==> src/design/qoi_pkg.sv <==
// Shared types and constants for the queue with offset insert.
package qoi_pkg;

	// Default sizing
	localparam int DEPTH_DEF     = 16;
	localparam int ITEM_BITS_DEF = 16;

	// Fixed port widths
	localparam int ITEM_W = 16;
	localparam int PRI_W  = 5;
	localparam int OCC_W  = 5;

	// Operation codes
	typedef enum logic {
		OP_ENQ = 1'b0,
		OP_DEQ = 1'b1
	} op_t;

	// Per-cycle shift command broadcast to every cell
	typedef struct packed {
		logic enq;
		logic deq;
	} shift_ctrl_t;

endpackage

==> src/design/queue_with_offset_insert.sv <==
// Top level of the queue with offset insert.
//
// A bounded queue of DEPTH tags held in a row of cells, head in cell 0. An
// enqueue (op 0) places the tag so that priority_req tags stay behind it,
// counted from the tail; priority 0 appends and any priority at or above the
// fill count puts the tag at the head. A full queue rejects the enqueue and
// flags it. A dequeue (op 1) returns the head tag with out_valid high, or 0 with
// out_valid low when empty. Every transaction yields exactly one result, with
// the occupancy after it. Every cell compares its index with the insert point
// and shifts in the same cycle, so a new transaction is taken every clock while
// results are drained; the command side stalls only while a result is held in
// the output register under res_stall. The result appears in the cycle after
// acceptance.
module queue_with_offset_insert
	import qoi_pkg::*;
#(
	parameter int DEPTH     = DEPTH_DEF,
	parameter int ITEM_BITS = ITEM_BITS_DEF
) (
	input  logic              clk,
	input  logic              arst_n,
	input  logic              cmd_valid,
	output logic              cmd_stall,
	input  logic              op,
	input  logic [ITEM_W-1:0] item,
	input  logic [PRI_W-1:0]  priority_req,
	output logic              res_valid,
	input  logic              res_stall,
	output logic [ITEM_W-1:0] out_item,
	output logic              out_valid,
	output logic              rejected,
	output logic [OCC_W-1:0]  occupancy
);

	localparam int POS_W = $clog2(DEPTH);

	shift_ctrl_t          ctrl;
	logic [POS_W-1:0]     pos;
	logic [ITEM_BITS-1:0] tag;
	logic [ITEM_BITS-1:0] slot [DEPTH];

	assign tag = ITEM_BITS'(item);

	// Control
	qoi_ctrl #(
		.DEPTH     (DEPTH),
		.ITEM_BITS (ITEM_BITS),
		.POS_W     (POS_W)
	) u_ctrl (
		.clk          (clk),
		.arst_n       (arst_n),
		.cmd_valid    (cmd_valid),
		.cmd_stall    (cmd_stall),
		.op           (op),
		.priority_req (priority_req),
		.head_data    (slot[0]),
		.ctrl         (ctrl),
		.pos          (pos),
		.res_valid    (res_valid),
		.res_stall    (res_stall),
		.out_item     (out_item),
		.out_valid    (out_valid),
		.rejected     (rejected),
		.occupancy    (occupancy)
	);

	// Row of cells
	for (genvar i = 0; i < DEPTH; i++) begin : g_cell
		logic [ITEM_BITS-1:0] prev_d;
		logic [ITEM_BITS-1:0] next_d;

		if (i == 0) begin : g_first
			assign prev_d = '0;
		end else begin : g_mid
			assign prev_d = slot[i-1];
		end

		if (i == DEPTH - 1) begin : g_last
			assign next_d = '0;
		end else begin : g_inner
			assign next_d = slot[i+1];
		end

		qoi_cell #(
			.IDX       (i),
			.ITEM_BITS (ITEM_BITS),
			.POS_W     (POS_W)
		) u_cell (
			.clk       (clk),
			.ctrl      (ctrl),
			.pos       (pos),
			.tag       (tag),
			.prev_data (prev_d),
			.next_data (next_d),
			.data      (slot[i])
		);
	end

	// Checks
	a_res_follows_cmd: assert property (@(posedge clk) disable iff (!arst_n)
		(cmd_valid && !cmd_stall) |=> res_valid)
		else $error("accepted transaction produced no result");

	a_flags_exclusive: assert property (@(posedge clk) disable iff (!arst_n)
		res_valid |-> !(out_valid && rejected))
		else $error("result both delivered and rejected");

	a_reject_when_full: assert property (@(posedge clk) disable iff (!arst_n)
		(res_valid && rejected) |-> (occupancy == OCC_W'(DEPTH)))
		else $error("reject with queue not full");

	a_empty_item_zero: assert property (@(posedge clk) disable iff (!arst_n)
		(res_valid && !out_valid) |-> (out_item == '0))
		else $error("non-zero item without delivery");

endmodule

==> src/design/qoi_cell.sv <==
// One storage cell of the queue: holds a slot and shifts with its neighbours.
module qoi_cell
	import qoi_pkg::*;
#(
	parameter int IDX       = 0,
	parameter int ITEM_BITS = ITEM_BITS_DEF,
	parameter int POS_W     = 4
) (
	input  logic                 clk,
	input  shift_ctrl_t          ctrl,
	input  logic [POS_W-1:0]     pos,
	input  logic [ITEM_BITS-1:0] tag,
	input  logic [ITEM_BITS-1:0] prev_data,
	input  logic [ITEM_BITS-1:0] next_data,
	output logic [ITEM_BITS-1:0] data
);

	localparam logic [POS_W-1:0] MY_POS = POS_W'(IDX);

	logic [ITEM_BITS-1:0] data_q;

	// Insert: cells ahead of the insert point hold, the point takes the tag,
	// cells behind it take their predecessor. Remove: every cell takes its successor.
	always_ff @(posedge clk) begin
		if (ctrl.enq) begin
			if (MY_POS == pos) begin
				data_q <= tag;
			end else if (MY_POS > pos) begin
				data_q <= prev_data;
			end
		end else if (ctrl.deq) begin
			data_q <= next_data;
		end
	end

	assign data = data_q;

endmodule

==> src/design/qoi_ctrl.sv <==
// Fill count, insert point decode and result register of the queue.
module qoi_ctrl
	import qoi_pkg::*;
#(
	parameter int DEPTH     = DEPTH_DEF,
	parameter int ITEM_BITS = ITEM_BITS_DEF,
	parameter int POS_W     = 4
) (
	input  logic                 clk,
	input  logic                 arst_n,
	input  logic                 cmd_valid,
	output logic                 cmd_stall,
	input  logic                 op,
	input  logic [PRI_W-1:0]     priority_req,
	input  logic [ITEM_BITS-1:0] head_data,
	output shift_ctrl_t          ctrl,
	output logic [POS_W-1:0]     pos,
	output logic                 res_valid,
	input  logic                 res_stall,
	output logic [ITEM_W-1:0]    out_item,
	output logic                 out_valid,
	output logic                 rejected,
	output logic [OCC_W-1:0]     occupancy
);

	localparam int CNT_W = $clog2(DEPTH + 1);
	localparam int CMP_W = (CNT_W > PRI_W) ? CNT_W : PRI_W;
	localparam logic [CNT_W-1:0] FULL_CNT = CNT_W'(DEPTH);

	logic [CNT_W-1:0]  count_q;
	logic [CNT_W-1:0]  count_d;
	logic              accept;
	logic              full;
	logic              empty;
	logic              is_deq;
	logic [CMP_W-1:0]  pri_c;
	logic [CMP_W-1:0]  cnt_c;

	logic              res_valid_q;
	logic [ITEM_W-1:0] out_item_q;
	logic              out_valid_q;
	logic              rejected_q;
	logic [OCC_W-1:0]  occupancy_q;

	// Transaction handshake
	assign cmd_stall = res_valid_q & res_stall;
	assign accept    = cmd_valid & ~cmd_stall;
	assign is_deq    = (op_t'(op) == OP_DEQ);
	assign full      = (count_q == FULL_CNT);
	assign empty     = (count_q == '0);

	assign ctrl.enq = accept & ~is_deq & ~full;
	assign ctrl.deq = accept & is_deq & ~empty;

	// Insert point, an oversized priority clamps to the head
	assign pri_c = CMP_W'(priority_req);
	assign cnt_c = CMP_W'(count_q);
	always_comb begin
		if (pri_c >= cnt_c) begin
			pos = '0;
		end else begin
			pos = POS_W'(cnt_c - pri_c);
		end
	end

	// Next fill count
	always_comb begin
		count_d = count_q;
		if (ctrl.enq) begin
			count_d = count_q + 1'b1;
		end else if (ctrl.deq) begin
			count_d = count_q - 1'b1;
		end
	end

	always_ff @(posedge clk or negedge arst_n) begin
		if (!arst_n) begin
			count_q     <= '0;
			res_valid_q <= 1'b0;
		end else begin
			count_q <= count_d;
			if (accept) begin
				res_valid_q <= 1'b1;
			end else if (!res_stall) begin
				res_valid_q <= 1'b0;
			end
		end
	end

	// Result payload
	always_ff @(posedge clk) begin
		if (accept) begin
			out_item_q  <= ctrl.deq ? ITEM_W'(head_data) : '0;
			out_valid_q <= ctrl.deq;
			rejected_q  <= ~is_deq & full;
			occupancy_q <= OCC_W'(count_d);
		end
	end

	assign res_valid = res_valid_q;
	assign out_item  = out_item_q;
	assign out_valid = out_valid_q;
	assign rejected  = rejected_q;
	assign occupancy = occupancy_q;

endmodule
==> config.mk <==
export PLATFORM = sky130hd
export DESIGN_NAME = queue_with_offset_insert
export DESIGN_NICKNAME = d
export VERILOG_FILES = /design/src/design/qoi_pkg.sv /design/src/design/queue_with_offset_insert.sv /design/src/design/qoi_cell.sv /design/src/design/qoi_ctrl.sv
export SDC_FILE = /design/constraint.sdc
export NUM_CORES = 1
export LEC_CHECK = 0
export BUFFER_PORTS_ARGS = -buffer_cell sky130_fd_sc_hd__buf_2
export CORE_ASPECT_RATIO = 0.7
export CORE_MARGIN = 2
export CORE_UTILIZATION = 45
export DETAILED_ROUTE_END_ITERATION = 8
export GPL_ROUTABILITY_DRIVEN = 0
export PLACE_DENSITY_LB_ADDON = 0.2
export SETUP_SLACK_MARGIN = 0.4
export SYNTH_ARGS = -nofsm -noshare
export SYNTH_HDL_FRONTEND = slang
export SYNTH_SLANG_ARGS = --single-unit
==> constraint.sdc <==
create_clock -name clk -period 3.8 [get_ports clk]
set_input_delay 0.38 -clock clk [delete_from_list [all_inputs] [get_ports clk]]
set_output_delay 0.38 -clock clk [all_outputs]
set_load 0.005 [all_outputs]
==> metrics.log <==
INFO  metric final_nets = between 1k and 1.5k
INFO  metric path_max_fanout = 39
INFO  metric syn-instance-count = 1,296
INFO  metric finalHoldViolations = 0
INFO  metric report.power.total = ~0.011 W
INFO  metric share_seq_of_total_power = 40.5%
INFO  metric run_status = complete, no violations
INFO  metric maximum_vdd_ir_drop = roughly 0.37 mV
INFO  metric gr_usage_total = 22.26%
INFO  metric worst_skew_pair.late_latency = 0.57 ns
INFO  metric fp.coreArea = 0.03234 mm^2
INFO  metric power.leakage = 5.575 nW
INFO  metric antenna_left = 0
INFO  metric global_route.overflow_total = 0
INFO  metric synth_top_cells_by_area = sky130_fd_sc_hd__edfxtp_1 (57%), sky130_fd_sc_hd__o211ai_1 (9.9%), sky130_fd_sc_hd__mux2i_1 (9.8%), sky130_fd_sc_hd__nand2_1 (6.8%), sky130_fd_sc_hd__o21ai_0 (3.4%)
INFO  metric synth_unique_cells = 51
INFO  metric hold_ws = roughly 0.038 ns
INFO  metric worst_clock_skew = 0.02655 ns
INFO  metric min-delay-path-class = in -> reg
INFO  metric drt-vias-per-instance = 6.010
INFO  metric switching_power = 0.004094 W
INFO  metric htreeDepth = 1
INFO  metric slew_violations = 0
INFO  metric first_global_vias = a little over 10k
INFO  metric yosysTopAreaCell = sky130_fd_sc_hd__edfxtp_1
INFO  metric antenna_found_initial = 2
INFO  metric clock_power_share = between 20% and 30%
INFO  metric route.final.wire_length = roughly 38,000 um
INFO  metric port_buffers = 50
INFO  metric num_io_pins = 51
INFO  metric timing.critical_path.arrival = 3.50 ns
INFO  metric antenna-diode-count = 0
INFO  metric fmax = 306.5 MHz
INFO  metric grt_setup_unrepaired = yes
INFO  metric power-per-cell-area = 675.9 mW/mm^2
INFO  metric layout-drive-gt1-share = 13.63%
INFO  metric critPathCaptureType = flip-flop
INFO  metric number_of_design_rule_violations_left_after_detail_routing = 0
INFO  metric cts.clk_slew.worst_paths = 0.07 ns
INFO  metric setup_ws = approximately 0.54 ns
INFO  metric finalSetupViolations = 0
INFO  metric combinationalPowerShare = 33.4%
INFO  metric hpwl_after_dpl = 26,620 um
INFO  metric synth_enable_flop_cells = between 200 and 300
INFO  metric ys_seq_area_share = ~58%
INFO  metric average_wire_per_cell_in_the_routed_design = 21.64 um
INFO  metric clock_tree_from_tritoncts = built
INFO  metric grt_pass1_wl = slightly below 60,000 um
INFO  metric tmin_final = approximately 3.3 ns
INFO  metric p_int = 0.007062 W
INFO  metric timing.critical_path.from_type = flip-flop
INFO  metric maxCapViolCount = 0
INFO  metric post-route-util = between 50% and 60%
INFO  metric drt_pass1_iterations = 5
INFO  metric num_rows = 55
INFO  metric synth.top_cell.area_share = 56.73%
INFO  metric synth.avg_cell_area = 11.40 um^2
INFO  metric fin_crit_sh = between 80 and 90%
INFO  metric numCtsBuffers = 28
INFO  metric initial_core_util = 45.66%
INFO  metric cts.sinks = between 200 and 300
INFO  metric worst_pin_slew = 0.8308 ns
INFO  metric design.die.area = 0.03431 mm^2
INFO  metric synth_fp_nets = between 1k and 1.5k
INFO  metric power.share.switching = 36.70%
INFO  metric maximum_number_of_pins_on_one_net_before_global_route_repair = between 200 and 250
INFO  metric drt_iter0_drc = between 1k and 1.5k
INFO  metric timing.max_slew.rel_slack = ~45%
INFO  metric routed_vias = 10.59k
INFO  metric clock-root-buffer = sky130_fd_sc_hd__clkbuf_16
INFO  metric syn2layout_area_growth = 11.76%
INFO  metric cp_required = 4.04 ns
INFO  metric ys_seq_elements = 285
INFO  metric netlist_area = 0.01477 mm^2
INFO  metric ys_async_sr_fraction = 2.105%
INFO  metric die_width = roughly 220 um
INFO  metric timing.setup.tns = 0 ns
INFO  metric cts.path.max_buffers = 3
INFO  metric synthesis.yosys.warnings = 0
INFO  metric synthFlopType = sky130_fd_sc_hd__edfxtp_1
INFO  metric worstSetupPathType = reg -> reg
INFO  metric detailedPlace.worstSlack = 0.4365 ns
INFO  metric die_h = between 150 and 200 um
-- sequential cells by signal, indices dropped and copies added (netlist names) --
| signal | cells |
|---|---|
| u_ctrl.occupancy | 5 |
| u_ctrl.cnt_c | 5 |
| u_ctrl.out_item | 16 |
| u_ctrl.res_valid | 1 |
| g_cell.u_cell.data | 256 |
| u_ctrl.out_valid | 1 |
| u_ctrl.rejected | 1 |
-- cells by family after synthesis --
kind of cell	count (synthesis)	share of synthesized area, %
buf+inv	134	4.202
flops	285	57.74
simple gates	331	9.666
compound gates	385	17.24
xor+xnor	6	0.4067
mux	144	9.759
fa+ha+maj	11	0.9827
-- per-layer routing --
| metal | share of wire, % | vias to the layer above | GRT usage (%) | routed length [um] |
|---|---|---|---|---|
| met2 | 41 | 293 | 31.69 | 15820 |
| met4 | 1.8 | 4 | 4.317 | 679 |
| met3 | 6.3 | 62 | 4.191 | 2394 |
| met1 | 50 | 5309 | 35.18 | 19210 |
| met5 | 0.058 | - | 0 | 22 |
| li1 | - | 4922 | - | - |
-- final cells by class --
class	count	area (um^2)
Fill cell	2924	15840
Sequential cell	285	8528
Multi-Input combinational cell	878	5748
Clock buffer	34	744.5
Timing Repair Buffer	105	703.2
Tap cell	427	534.3
Clock inverter	18	191.4
Inverter	15	56.30
-- worst max-delay path: stages (launching register included) --
cell and delay, ns:
sky130_fd_sc_hd__dfrtp_1 0.45, sky130_fd_sc_hd__inv_1 0.11, sky130_fd_sc_hd__ha_1 0.17, sky130_fd_sc_hd__inv_1 0.06, sky130_fd_sc_hd__fa_1 0.43, sky130_fd_sc_hd__xnor2_2 0.20
sky130_fd_sc_hd__o211ai_1 0.20, sky130_fd_sc_hd__or3_4 0.57, sky130_fd_sc_hd__or2_1 0.34, sky130_fd_sc_hd__a21oi_4 0.13, sky130_fd_sc_hd__buf_4 0.27
-- power groups by stage --
| stage | combinational, W | clock [W] | sequential, W |
|---|---|---|---|
| final | 0.00372 | 0.00291 | 0.00452 |
| after global routing | 0.00406 | 0.00307 | 0.00458 |
| after CTS | 0.00363 | 0.00295 | 0.00452 |
| after detailed placement | 0.00362 | 0 | 0.00458 |
| after global placement | 0.00355 | 0 | 0.00457 |
| after floorplan | 0.00257 | 0 | 0.00447 |
-- timing repair --
action	in CTS	in global routing
endpoints found under the hold margin	6	0
setup buffers	0	2
gates resized for setup	0	3
setup endpoints to repair	0	101
hold buffers	1	0
-- synth_stat cells, drive strengths merged, types with 2 or more instances --
library cell	number
a211oi	7
a21o	2
a21oi	16
a31oi	4
and2	16
buf	45
clkbuf	74
dfrtp	6
edfxtp	279
ha	10
inv	15
mux2i	144
nand2	267
nand3	2
nor2	21
nor3	4
nor4	6
o211ai	197
o21ai	154
or2	7
or3	2
xnor2	5
-- path summary, 6_finish.rpt --
check	startpoint	endpoint	slack [ns]	cells past startpoint
max	u_ctrl.cnt_c[0]	g_cell[8].u_cell.data[10]	0.54	10
min	cmd_valid	u_ctrl.res_valid	0.04	2
max reg2reg	u_ctrl.cnt_c[0]	g_cell[8].u_cell.data[10]	0.54	10
min reg2reg	g_cell[15].u_cell.data[15]	g_cell[14].u_cell.data[15]	0.53	2
max in group asynchronous	arst_n	u_ctrl.res_valid	3.41	2
min in group asynchronous	arst_n	u_ctrl.cnt_c[4]	0.19	2
-- through the flow --
step	std cells	cell area, um^2
after floorplan	1296	14780
after global placement	1706	15510
after detailed placement	1706	15510
after CTS	1759	16460
after global routing	1762	16510
final	1762	16510
-- layout by cell type, fill, tap and decap left out, types with 2 or more instances in the layout --
| cell | netlist | routed |
|---|---|---|
| sky130_fd_sc_hd__dfrtp_1 | 6 | 6 |
| sky130_fd_sc_hd__o211ai_1 | 195 | 195 |
| sky130_fd_sc_hd__o211ai_4 | 1 | 2 |
| sky130_fd_sc_hd__clkinv_1 | 0 | 6 |
| sky130_fd_sc_hd__o21ai_1 | 52 | 55 |
| sky130_fd_sc_hd__a21oi_4 | 0 | 2 |
| sky130_fd_sc_hd__a21o_1 | 2 | 2 |
| sky130_fd_sc_hd__nor2_1 | 21 | 21 |
| sky130_fd_sc_hd__a21oi_2 | 0 | 6 |
| sky130_fd_sc_hd__inv_1 | 15 | 15 |
| sky130_fd_sc_hd__o21ai_2 | 1 | 2 |
| sky130_fd_sc_hd__nand2_1 | 267 | 267 |
| sky130_fd_sc_hd__bufinv_16 | 0 | 4 |
| sky130_fd_sc_hd__edfxtp_1 | 279 | 279 |
| sky130_fd_sc_hd__o21ai_0 | 101 | 97 |
| sky130_fd_sc_hd__a21oi_1 | 16 | 8 |
| sky130_fd_sc_hd__a211oi_4 | 4 | 6 |
| sky130_fd_sc_hd__xnor2_1 | 4 | 4 |
| sky130_fd_sc_hd__clkinvlp_4 | 0 | 2 |
| sky130_fd_sc_hd__buf_2 | 30 | 50 |
| sky130_fd_sc_hd__a31oi_2 | 1 | 3 |
| sky130_fd_sc_hd__nor4_4 | 4 | 4 |
| sky130_fd_sc_hd__clkbuf_16 | 0 | 29 |
| sky130_fd_sc_hd__ha_1 | 10 | 10 |
| sky130_fd_sc_hd__or2_1 | 6 | 6 |
| sky130_fd_sc_hd__clkinv_2 | 0 | 5 |
| sky130_fd_sc_hd__buf_12 | 0 | 3 |
| sky130_fd_sc_hd__clkbuf_1 | 73 | 5 |
| sky130_fd_sc_hd__buf_4 | 1 | 51 |
| sky130_fd_sc_hd__and2_1 | 16 | 16 |
| sky130_fd_sc_hd__nor3_1 | 3 | 2 |
| sky130_fd_sc_hd__mux2i_1 | 144 | 144 |
Power figures use the tool's default switching activity.
